File: config.mk
export PLATFORM = sky130hd
export DESIGN_NAME = i2c_master_bit_engine_unit
export DESIGN_NICKNAME = d
export VERILOG_FILES = /design/src/hw/rtl/i2cm_pkg.sv /design/src/hw/rtl/i2cm_cfg.sv /design/src/hw/rtl/i2cm_seq.sv /design/src/hw/rtl/i2c_master_bit_engine_unit.sv
export SDC_FILE = /design/constraint.sdc
export NUM_CORES = 1
export LEC_CHECK = 0
export BUFFER_PORTS_ARGS = -buffer_cell sky130_fd_sc_hd__buf_4
export CAP_MARGIN = 15
export CORE_MARGIN = 3
export CORE_UTILIZATION = 50
export CTS_BUF_LIST = sky130_fd_sc_hd__clkbuf_8
export DETAILED_ROUTE_END_ITERATION = 12
export PLACE_DENSITY_LB_ADDON = 0.15
export SYNTH_ARGS = -nofsm -noshare
export SYNTH_HDL_FRONTEND = slang
export SYNTH_SLANG_ARGS = --single-unit
File: constraint.sdc
create_clock -name clk -period 4.95 [get_ports clk]
set_input_delay 1.485 -clock clk [delete_from_list [all_inputs] [get_ports clk]]
set_output_delay 1.485 -clock clk [all_outputs]
set_load 0.02 [all_outputs]
File: src/hw/rtl/i2cm_pkg.sv
// shared types and constants of the i2c master bit engine
package i2cm_pkg;

    // field and register widths
    localparam int unsigned CMD_W     = 2;
    localparam int unsigned BYTE_W    = 8;
    localparam int unsigned DELAY_W   = 12;
    localparam int unsigned STRETCH_W = 16;
    localparam int unsigned BIT_IDX_W = 4;
    localparam int unsigned CFG_IDX_W = 1;
    localparam int unsigned CFG_DATA_W = STRETCH_W;

    // register reset values
    localparam logic [DELAY_W-1:0]   EDGE_DELAY_RESET    = 12'd42;
    localparam logic [STRETCH_W-1:0] STRETCH_LIMIT_RESET = 16'(3 * 230);

    // bits sent per byte before the acknowledge bit
    localparam logic [BIT_IDX_W-1:0] BITS_PER_BYTE = 4'd8;

    // command codes
    localparam logic [CMD_W-1:0] CMD_NONE  = 2'd0;
    localparam logic [CMD_W-1:0] CMD_START = 2'd1;
    localparam logic [CMD_W-1:0] CMD_STOP  = 2'd2;
    localparam logic [CMD_W-1:0] CMD_WRITE = 2'd3;

    // configuration register indexes
    localparam logic [CFG_IDX_W-1:0] REG_EDGE_DELAY    = 1'd0;
    localparam logic [CFG_IDX_W-1:0] REG_STRETCH_LIMIT = 1'd1;

    // configuration register contents
    typedef struct packed {
        logic [DELAY_W-1:0]   edge_delay_ticks;
        logic [STRETCH_W-1:0] stretch_limit;
    } cfg_t;

    // one input transaction
    typedef struct packed {
        logic [CMD_W-1:0]  cmd;
        logic [BYTE_W-1:0] data_byte;
        logic              scl_in;
        logic              sda_in;
    } item_t;

    // one result transaction
    typedef struct packed {
        logic scl_pull_low;
        logic sda_pull_low;
        logic busy_res;
        logic done_res;
        logic nack;
        logic bus_error;
    } result_t;

endpackage

File: src/hw/rtl/i2cm_cfg.sv
// configuration registers of the i2c master bit engine
module i2cm_cfg (
    input  logic                             clk,
    input  logic                             rst_n,
    input  logic                             cfg_we,
    input  logic [i2cm_pkg::CFG_IDX_W-1:0]   cfg_index,
    input  logic [i2cm_pkg::CFG_DATA_W-1:0]  cfg_data,
    output i2cm_pkg::cfg_t                   cfg
);

    logic [i2cm_pkg::DELAY_W-1:0]   edge_delay_reg;
    logic [i2cm_pkg::STRETCH_W-1:0] stretch_limit_reg;

    // register write decode
    always_ff @(posedge clk or negedge rst_n)
    begin
        if (!rst_n)
        begin
            edge_delay_reg    <= i2cm_pkg::EDGE_DELAY_RESET;
            stretch_limit_reg <= i2cm_pkg::STRETCH_LIMIT_RESET;
        end
        else if (cfg_we)
        begin
            unique case (cfg_index)
                i2cm_pkg::REG_EDGE_DELAY:
                    edge_delay_reg <= cfg_data[i2cm_pkg::DELAY_W-1:0];
                i2cm_pkg::REG_STRETCH_LIMIT:
                    stretch_limit_reg <= cfg_data[i2cm_pkg::STRETCH_W-1:0];
                default:
                begin
                end
            endcase
        end
    end

    assign cfg.edge_delay_ticks = edge_delay_reg;
    assign cfg.stretch_limit    = stretch_limit_reg;

endmodule

File: src/hw/rtl/i2cm_seq.sv
// bus sequencer: advances the line state by one tick per transaction
module i2cm_seq (
    input  logic               clk,
    input  logic               rst_n,
    input  logic               advance,
    input  i2cm_pkg::item_t    item,
    input  i2cm_pkg::cfg_t     cfg,
    output i2cm_pkg::result_t  res
);

    typedef enum logic [3:0] {
        PH_IDLE   = 4'd0,
        PH_ST_CHK = 4'd1,
        PH_ST_W1  = 4'd2,
        PH_ST_W2  = 4'd3,
        PH_ST_W3  = 4'd4,
        PH_SP_W1  = 4'd5,
        PH_SP_W2  = 4'd6,
        PH_SP_W3  = 4'd7,
        PH_WR_LOW = 4'd8,
        PH_WR_STR = 4'd9,
        PH_WR_HI  = 4'd10,
        PH_AK_LOW = 4'd11,
        PH_AK_STR = 4'd12,
        PH_AK_HI  = 4'd13
    } phase_t;

    phase_t                          phase_reg, phase_next;
    logic [i2cm_pkg::BIT_IDX_W-1:0]  bit_index_reg, bit_index_next;
    logic [i2cm_pkg::BYTE_W-1:0]     tx_shift_reg, tx_shift_next;
    logic [i2cm_pkg::DELAY_W-1:0]    delay_reg, delay_next;
    logic [i2cm_pkg::STRETCH_W-1:0]  stretch_reg, stretch_next;
    logic                            ack_reg, ack_next;
    logic                            scl_drive_reg, scl_drive_next;
    logic                            sda_drive_reg, sda_drive_next;
    logic                            wait_done;
    logic                            stretch_end;
    logic                            done;
    logic                            nack;
    logic                            berr;

    // end of the edge wait and of the clock stretch wait
    assign wait_done   = (delay_reg <= 12'd1);
    assign stretch_end = item.scl_in || (stretch_reg >= cfg.stretch_limit);

    // next state of the sequence for this tick
    always_comb
    begin
        phase_next     = phase_reg;
        bit_index_next = bit_index_reg;
        tx_shift_next  = tx_shift_reg;
        delay_next     = delay_reg;
        stretch_next   = stretch_reg;
        ack_next       = ack_reg;
        scl_drive_next = scl_drive_reg;
        sda_drive_next = sda_drive_reg;
        done           = 1'b0;
        nack           = 1'b0;
        berr           = 1'b0;

        unique case (phase_reg)
            PH_IDLE:
            begin
                case (item.cmd)
                    i2cm_pkg::CMD_START:
                    begin
                        scl_drive_next = 1'b0;
                        sda_drive_next = 1'b0;
                        phase_next     = PH_ST_CHK;
                    end
                    i2cm_pkg::CMD_STOP:
                    begin
                        scl_drive_next = 1'b1;
                        sda_drive_next = 1'b1;
                        delay_next     = cfg.edge_delay_ticks;
                        phase_next     = PH_SP_W1;
                    end
                    i2cm_pkg::CMD_WRITE:
                    begin
                        tx_shift_next  = item.data_byte;
                        bit_index_next = '0;
                        scl_drive_next = 1'b1;
                        sda_drive_next = ~item.data_byte[i2cm_pkg::BYTE_W-1];
                        delay_next     = cfg.edge_delay_ticks;
                        phase_next     = PH_WR_LOW;
                    end
                    default:
                    begin
                    end
                endcase
            end
            PH_ST_CHK:
            begin
                if (!item.sda_in)
                begin
                    berr       = 1'b1;
                    done       = 1'b1;
                    phase_next = PH_IDLE;
                end
                else
                begin
                    delay_next = cfg.edge_delay_ticks;
                    phase_next = PH_ST_W1;
                end
            end
            PH_ST_W1, PH_ST_W2, PH_SP_W1, PH_SP_W2:
            begin
                if (wait_done)
                begin
                    delay_next = cfg.edge_delay_ticks;
                    case (phase_reg)
                        PH_ST_W1:
                        begin
                            sda_drive_next = 1'b1;
                            phase_next     = PH_ST_W2;
                        end
                        PH_ST_W2:
                        begin
                            scl_drive_next = 1'b1;
                            phase_next     = PH_ST_W3;
                        end
                        PH_SP_W1:
                        begin
                            scl_drive_next = 1'b0;
                            phase_next     = PH_SP_W2;
                        end
                        default:
                        begin
                            sda_drive_next = 1'b0;
                            phase_next     = PH_SP_W3;
                        end
                    endcase
                end
                else
                begin
                    delay_next = delay_reg - 12'd1;
                end
            end
            PH_ST_W3, PH_SP_W3:
            begin
                if (wait_done)
                begin
                    delay_next = '0;
                    done       = 1'b1;
                    phase_next = PH_IDLE;
                end
                else
                begin
                    delay_next = delay_reg - 12'd1;
                end
            end
            PH_WR_LOW, PH_AK_LOW:
            begin
                if (wait_done)
                begin
                    delay_next     = '0;
                    scl_drive_next = 1'b0;
                    stretch_next   = '0;
                    phase_next     = (phase_reg == PH_WR_LOW) ? PH_WR_STR : PH_AK_STR;
                end
                else
                begin
                    delay_next = delay_reg - 12'd1;
                end
            end
            PH_WR_STR, PH_AK_STR:
            begin
                if (stretch_end)
                begin
                    delay_next = cfg.edge_delay_ticks;
                    if (phase_reg == PH_AK_STR)
                    begin
                        ack_next   = item.sda_in;
                        phase_next = PH_AK_HI;
                    end
                    else
                    begin
                        phase_next = PH_WR_HI;
                    end
                end
                else
                begin
                    stretch_next = stretch_reg + 16'd1;
                end
            end
            PH_WR_HI:
            begin
                if (wait_done)
                begin
                    tx_shift_next  = {tx_shift_reg[i2cm_pkg::BYTE_W-2:0], 1'b0};
                    bit_index_next = bit_index_reg + 4'd1;
                    delay_next     = cfg.edge_delay_ticks;
                    scl_drive_next = 1'b1;
                    if (bit_index_next >= i2cm_pkg::BITS_PER_BYTE)
                    begin
                        sda_drive_next = 1'b0;
                        phase_next     = PH_AK_LOW;
                    end
                    else
                    begin
                        sda_drive_next = ~tx_shift_reg[i2cm_pkg::BYTE_W-2];
                        phase_next     = PH_WR_LOW;
                    end
                end
                else
                begin
                    delay_next = delay_reg - 12'd1;
                end
            end
            PH_AK_HI:
            begin
                if (wait_done)
                begin
                    delay_next = '0;
                    done       = 1'b1;
                    nack       = ack_reg;
                    phase_next = PH_IDLE;
                end
                else
                begin
                    delay_next = delay_reg - 12'd1;
                end
            end
            default:
            begin
                scl_drive_next = 1'b0;
                sda_drive_next = 1'b0;
                phase_next     = PH_IDLE;
            end
        endcase
    end

    // sequence state, stepped once per transaction
    always_ff @(posedge clk or negedge rst_n)
    begin
        if (!rst_n)
        begin
            phase_reg     <= PH_IDLE;
            bit_index_reg <= '0;
            tx_shift_reg  <= '0;
            delay_reg     <= '0;
            stretch_reg   <= '0;
            ack_reg       <= 1'b0;
            scl_drive_reg <= 1'b0;
            sda_drive_reg <= 1'b0;
        end
        else if (advance)
        begin
            phase_reg     <= phase_next;
            bit_index_reg <= bit_index_next;
            tx_shift_reg  <= tx_shift_next;
            delay_reg     <= delay_next;
            stretch_reg   <= stretch_next;
            ack_reg       <= ack_next;
            scl_drive_reg <= scl_drive_next;
            sda_drive_reg <= sda_drive_next;
        end
    end

    // result of this tick, showing the state after it
    assign res.scl_pull_low = scl_drive_next;
    assign res.sda_pull_low = sda_drive_next;
    assign res.busy_res     = (phase_next != PH_IDLE);
    assign res.done_res     = done;
    assign res.nack         = nack;
    assign res.bus_error    = berr;

endmodule

File: src/hw/rtl/i2c_master_bit_engine_unit.sv
// top level of the i2c master bit engine
//
// Open-drain I2C master sequencer. Every input transaction is one bus tick
// carrying the sampled SCL/SDA levels and an optional command (start, stop,
// write byte with acknowledge read), and every input transaction gives
// exactly one result transaction with the line drives and the busy, done,
// nack and bus error flags after that tick. One transaction is taken per
// clock cycle unless the output side stalls; a transaction goes from the
// input register to the result register, and the sequencer state steps
// once as it passes between them. Configuration registers are written
// through cfg_we, cfg_index and cfg_data and take effect on the next tick;
// write them only while the block is idle.
module i2c_master_bit_engine_unit (
    input  logic                             clk,
    input  logic                             rst_n,
    input  logic                             cfg_we,
    input  logic [i2cm_pkg::CFG_IDX_W-1:0]   cfg_index,
    input  logic [i2cm_pkg::CFG_DATA_W-1:0]  cfg_data,
    input  logic                             in_valid,
    output logic                             in_ready,
    input  logic [i2cm_pkg::CMD_W-1:0]       cmd,
    input  logic [i2cm_pkg::BYTE_W-1:0]      data_byte,
    input  logic                             scl_in,
    input  logic                             sda_in,
    output logic                             out_valid,
    input  logic                             out_ready,
    output logic                             scl_pull_low,
    output logic                             sda_pull_low,
    output logic                             busy_res,
    output logic                             done_res,
    output logic                             nack,
    output logic                             bus_error
);

    i2cm_pkg::cfg_t     cfg;
    i2cm_pkg::item_t    item_reg;
    i2cm_pkg::result_t  res_next;
    i2cm_pkg::result_t  res_reg;
    logic               in_valid_reg;
    logic               out_valid_reg;
    logic               advance;

    i2cm_cfg u_cfg (
        .clk       (clk),
        .rst_n     (rst_n),
        .cfg_we    (cfg_we),
        .cfg_index (cfg_index),
        .cfg_data  (cfg_data),
        .cfg       (cfg)
    );

    // move a transaction from the input register into the result register
    assign advance  = in_valid_reg && (!out_valid_reg || out_ready);
    assign in_ready = !in_valid_reg || advance;

    // input register valid
    always_ff @(posedge clk or negedge rst_n)
    begin
        if (!rst_n)
        begin
            in_valid_reg <= 1'b0;
        end
        else if (in_ready)
        begin
            in_valid_reg <= in_valid;
        end
    end

    // input register payload
    always_ff @(posedge clk)
    begin
        if (in_ready && in_valid)
        begin
            item_reg.cmd       <= cmd;
            item_reg.data_byte <= data_byte;
            item_reg.scl_in    <= scl_in;
            item_reg.sda_in    <= sda_in;
        end
    end

    i2cm_seq u_seq (
        .clk     (clk),
        .rst_n   (rst_n),
        .advance (advance),
        .item    (item_reg),
        .cfg     (cfg),
        .res     (res_next)
    );

    // result register valid
    always_ff @(posedge clk or negedge rst_n)
    begin
        if (!rst_n)
        begin
            out_valid_reg <= 1'b0;
        end
        else if (advance)
        begin
            out_valid_reg <= 1'b1;
        end
        else if (out_ready)
        begin
            out_valid_reg <= 1'b0;
        end
    end

    // result register payload
    always_ff @(posedge clk)
    begin
        if (advance)
        begin
            res_reg <= res_next;
        end
    end

    assign out_valid    = out_valid_reg;
    assign scl_pull_low = res_reg.scl_pull_low;
    assign sda_pull_low = res_reg.sda_pull_low;
    assign busy_res     = res_reg.busy_res;
    assign done_res     = res_reg.done_res;
    assign nack         = res_reg.nack;
    assign bus_error    = res_reg.bus_error;

endmodule
==> results.yml <==
logic_synthesis:
  synth_common_cells: "68 x dfrtp_1, 48 x nand2_1, 38 x a21oi_1"
  synthCells: 547
  synth_most_common_cell: "dfrtp_1"
  ys_seq_area_share_pct: 45.96
  synth_largest_area_cell: "dfrtp_1"
  synth_area_per_cell_um2: 9.756
  synth_area_leaders: "dfrtp_1 32%, edfxtp_1 10%, mux2_2 6.3%, ha_1 5.4%, dfstp_2 3.9%"
  synthesis.nets: 604
  ys_seq_elements: 94
  async_flop_share_pct: 80.85
  synth_top_area_share_pct: 31.89
  synth.distinct_cells: 59
  synth_area_um2: 5336
  ys_warn_count: 0
  synth_flop_cell: "dfrtp_1"
  synth-edff-count: 18
clocking:
  holdBufCountCts: 0
  h-tree-depth: 3
  cts.clk_slew.worst_paths_ps: 100
  clk_path_buf_depth: 2
  clock_sinks: 94
  postCtsSetupBuffers: 0
  numCtsBuffers: 9
  cts_resized: 0
  cts_root_buf: "clkbuf_8"
  clock_latency_ps: 380
  cts_tree: "yes"
routing:
  drtIter0Drc: 258
  drc: 0
  vias_per_cell: 6.008
  wl_um: 12130
  wl_per_cell_um: 17.09
  vias: 4266
  drtAntennaViolNets: 0
  drtPass1Iterations: 4
power_and_ir_drop:
  p_int_mw: 1.639
  p_leak_nw: 2.482
  pwr-share-seq_pct: 46.4
  switching_power_mw: 1.073
  p_total_mw: 2.712
  sw_frac_of_total_pct: 39.55
  peakVddDrop_mv: 0.2266
  power.density_nw_per_um2: 459.5
  clkPwrFrac_pct: 18.1
  power_frac_comb_pct: 35.4
setup_path:
  worstPathArrival_ps: 1950
  start_kind: "input pin"
  cp-end-kind: "output pin"
  worst-path-max-fanout: 3
  path_common_cell: "buf_4"
  crit_path_cell_trace: "buf_4 > nand3b_1 > buf_4"
  slowest_delay_ps: 180
  path_class: "input pin to output pin"
  crit_required_ps: 3460
  cpMaxStageDelayCell: "nand3b_1"
cells_and_area:
  final_area_um2: 5901
  nets: 626
  n_antenna_cell: 0
  area_delta_synth_final_pct: 10.57
  utilization_pct: 56.90
  drive_above_1_share_pct: 17.94
  fillers: 929
  final_cells: 710
die:
  core_area_um2: 10370
  die_h_um: 109.3
  fp.dieW_um: 109.3
  die_area_um2: 11950
  start_util_pct: 51.46
  rows: 37
  ios: 42
sta:
  final-hold-violation-count: 0
  fin_setup_tns_ps: 0
  slew_viol_final: 0
  slew-limit-headroom_pct: 29.96
  fin_skew_ps: 16.46
  fin_crit_sh_pct: 69.39
  setup_viol: 0
  fmax_ghz: 0.2911
  rsz0062_at_grt: "false"
  worstMarginPinSlew_ps: 1048
  period_needed_ps: 3435
placement:
  hpwl_um: 8499
  io_buffer_count: 41
  gp_congestion: 0.8863
  dp_cells: 694
  dpl_cell_area_um2: 5718
worst_hold_path:
  hold_path_class: "register to register"
grt:
  grt_pass1_wl_um: 20260
  antenna_found_initial: 0
  grt_overflow: 0
  grt_max_degree: 77
  grt_pass1_vias: 4018
  track_usage_pct: 21.84
run_status:
  outcome: "completed"
run:
  cap_violations: 0
## worst paths after layout
path,depth (start not counted),to,from,slack (ps)
setup / recovery,3,in_ready,out_ready,1510
hold / removal,1,u_cfg.stretch_limit_reg[13],u_cfg.stretch_limit_reg[13],520
setup reg to reg,7,u_seq.ack_reg,u_seq.stretch_reg[13],1860
hold reg to reg,1,u_cfg.stretch_limit_reg[13],u_cfg.stretch_limit_reg[13],520
max in group asynchronous,1,u_seq.phase_reg[3],rst_n,3030
min in group asynchronous,1,u_cfg.stretch_limit_reg[14],rst_n,1250
## layout make-up
cell class / instances / area (um2) / share of cell area (%)
multi-input combinational: 387 / 2638 / 44.70
sequential: 94 / 2452 / 41.56
timing repair buffer: 45 / 337.8 / 5.725
tap: 136 / 170.2 / 2.884
clock buffer: 9 / 123.9 / 2.099
inverter: 32 / 120.1 / 2.036
clock inverter: 7 / 58.81 / 0.9966
## worst max-delay path: cells and delay by family
family	cells	cell delay [ps]
buffers and inverters	2	290
and+or+nand+nor	1	180
## logic make-up (layout without fill, tap and decap cells)
family	count (synthesis)	in the layout	synth area share [%]
and+or+nand+nor	186	186	18.50
buffers and inverters	66	93	4.830
DFF	94	94	45.96
xor gates and xnor gates	5	5	0.8208
adders and majority gates	23	23	5.393
AOI/OAI and AO/OA	133	133	16.30
muxes	40	40	8.206
## stage by stage
step	hold slack, ps	setup WS, ps
after global placement	492.1	1351
final	516.2	1515
after CTS	519.0	1512
after detailed placement	498.3	1287
after global routing	533.3	1401
after floorplan	469.2	1702
## layer usage
metal	global-route usage, %	routed length [um]
met3	3.230	645
met1	32.02	5697
met5	0	0
met2	32.15	5498
met4	9.795	292
## power groups by stage
stage	clock network (mW)	registers, mW	logic (mW)
5_1_grt	0.535	1.29	1.09
3_3_place_gp	0	1.26	0.924
3_5_place_dp	0	1.27	0.954
6_report	0.491	1.26	0.961
4_1_cts	0.506	1.26	0.957
2_1_floorplan	0	1.15	0.800
## cell usage in the layout (no fill, tap or decap), types with 5 or more instances in the layout
cell type / Yosys / layout
dfrtp_1: 68 / 68
clkbuf_8: 0 / 9
a211oi_1: 6 / 5
and2_1: 6 / 6
a21oi_1: 38 / 38
o22ai_1: 5 / 5
buf_4: 0 / 45
dfstp_2: 8 / 8
a31oi_1: 6 / 6
mux2_2: 30 / 30
o2bb2ai_1: 8 / 8
a32oi_1: 10 / 10
nor3_1: 16 / 16
nand2_1: 48 / 48
nand3_1: 21 / 21
nand2b_1: 11 / 11
inv_1: 32 / 35
ha_1: 23 / 23
o21ai_0: 28 / 28
nand4_1: 9 / 9
edfxtp_1: 18 / 18
nor2_1: 30 / 30
mux2i_1: 10 / 10
nor4_1: 6 / 6
or4_1: 5 / 5
a211o_1: 6 / 6
and3_1: 5 / 5
a22oi_1: 5 / 5
nor2b_1: 9 / 9
No activity file was read; power rests on OpenSTA's default activity.
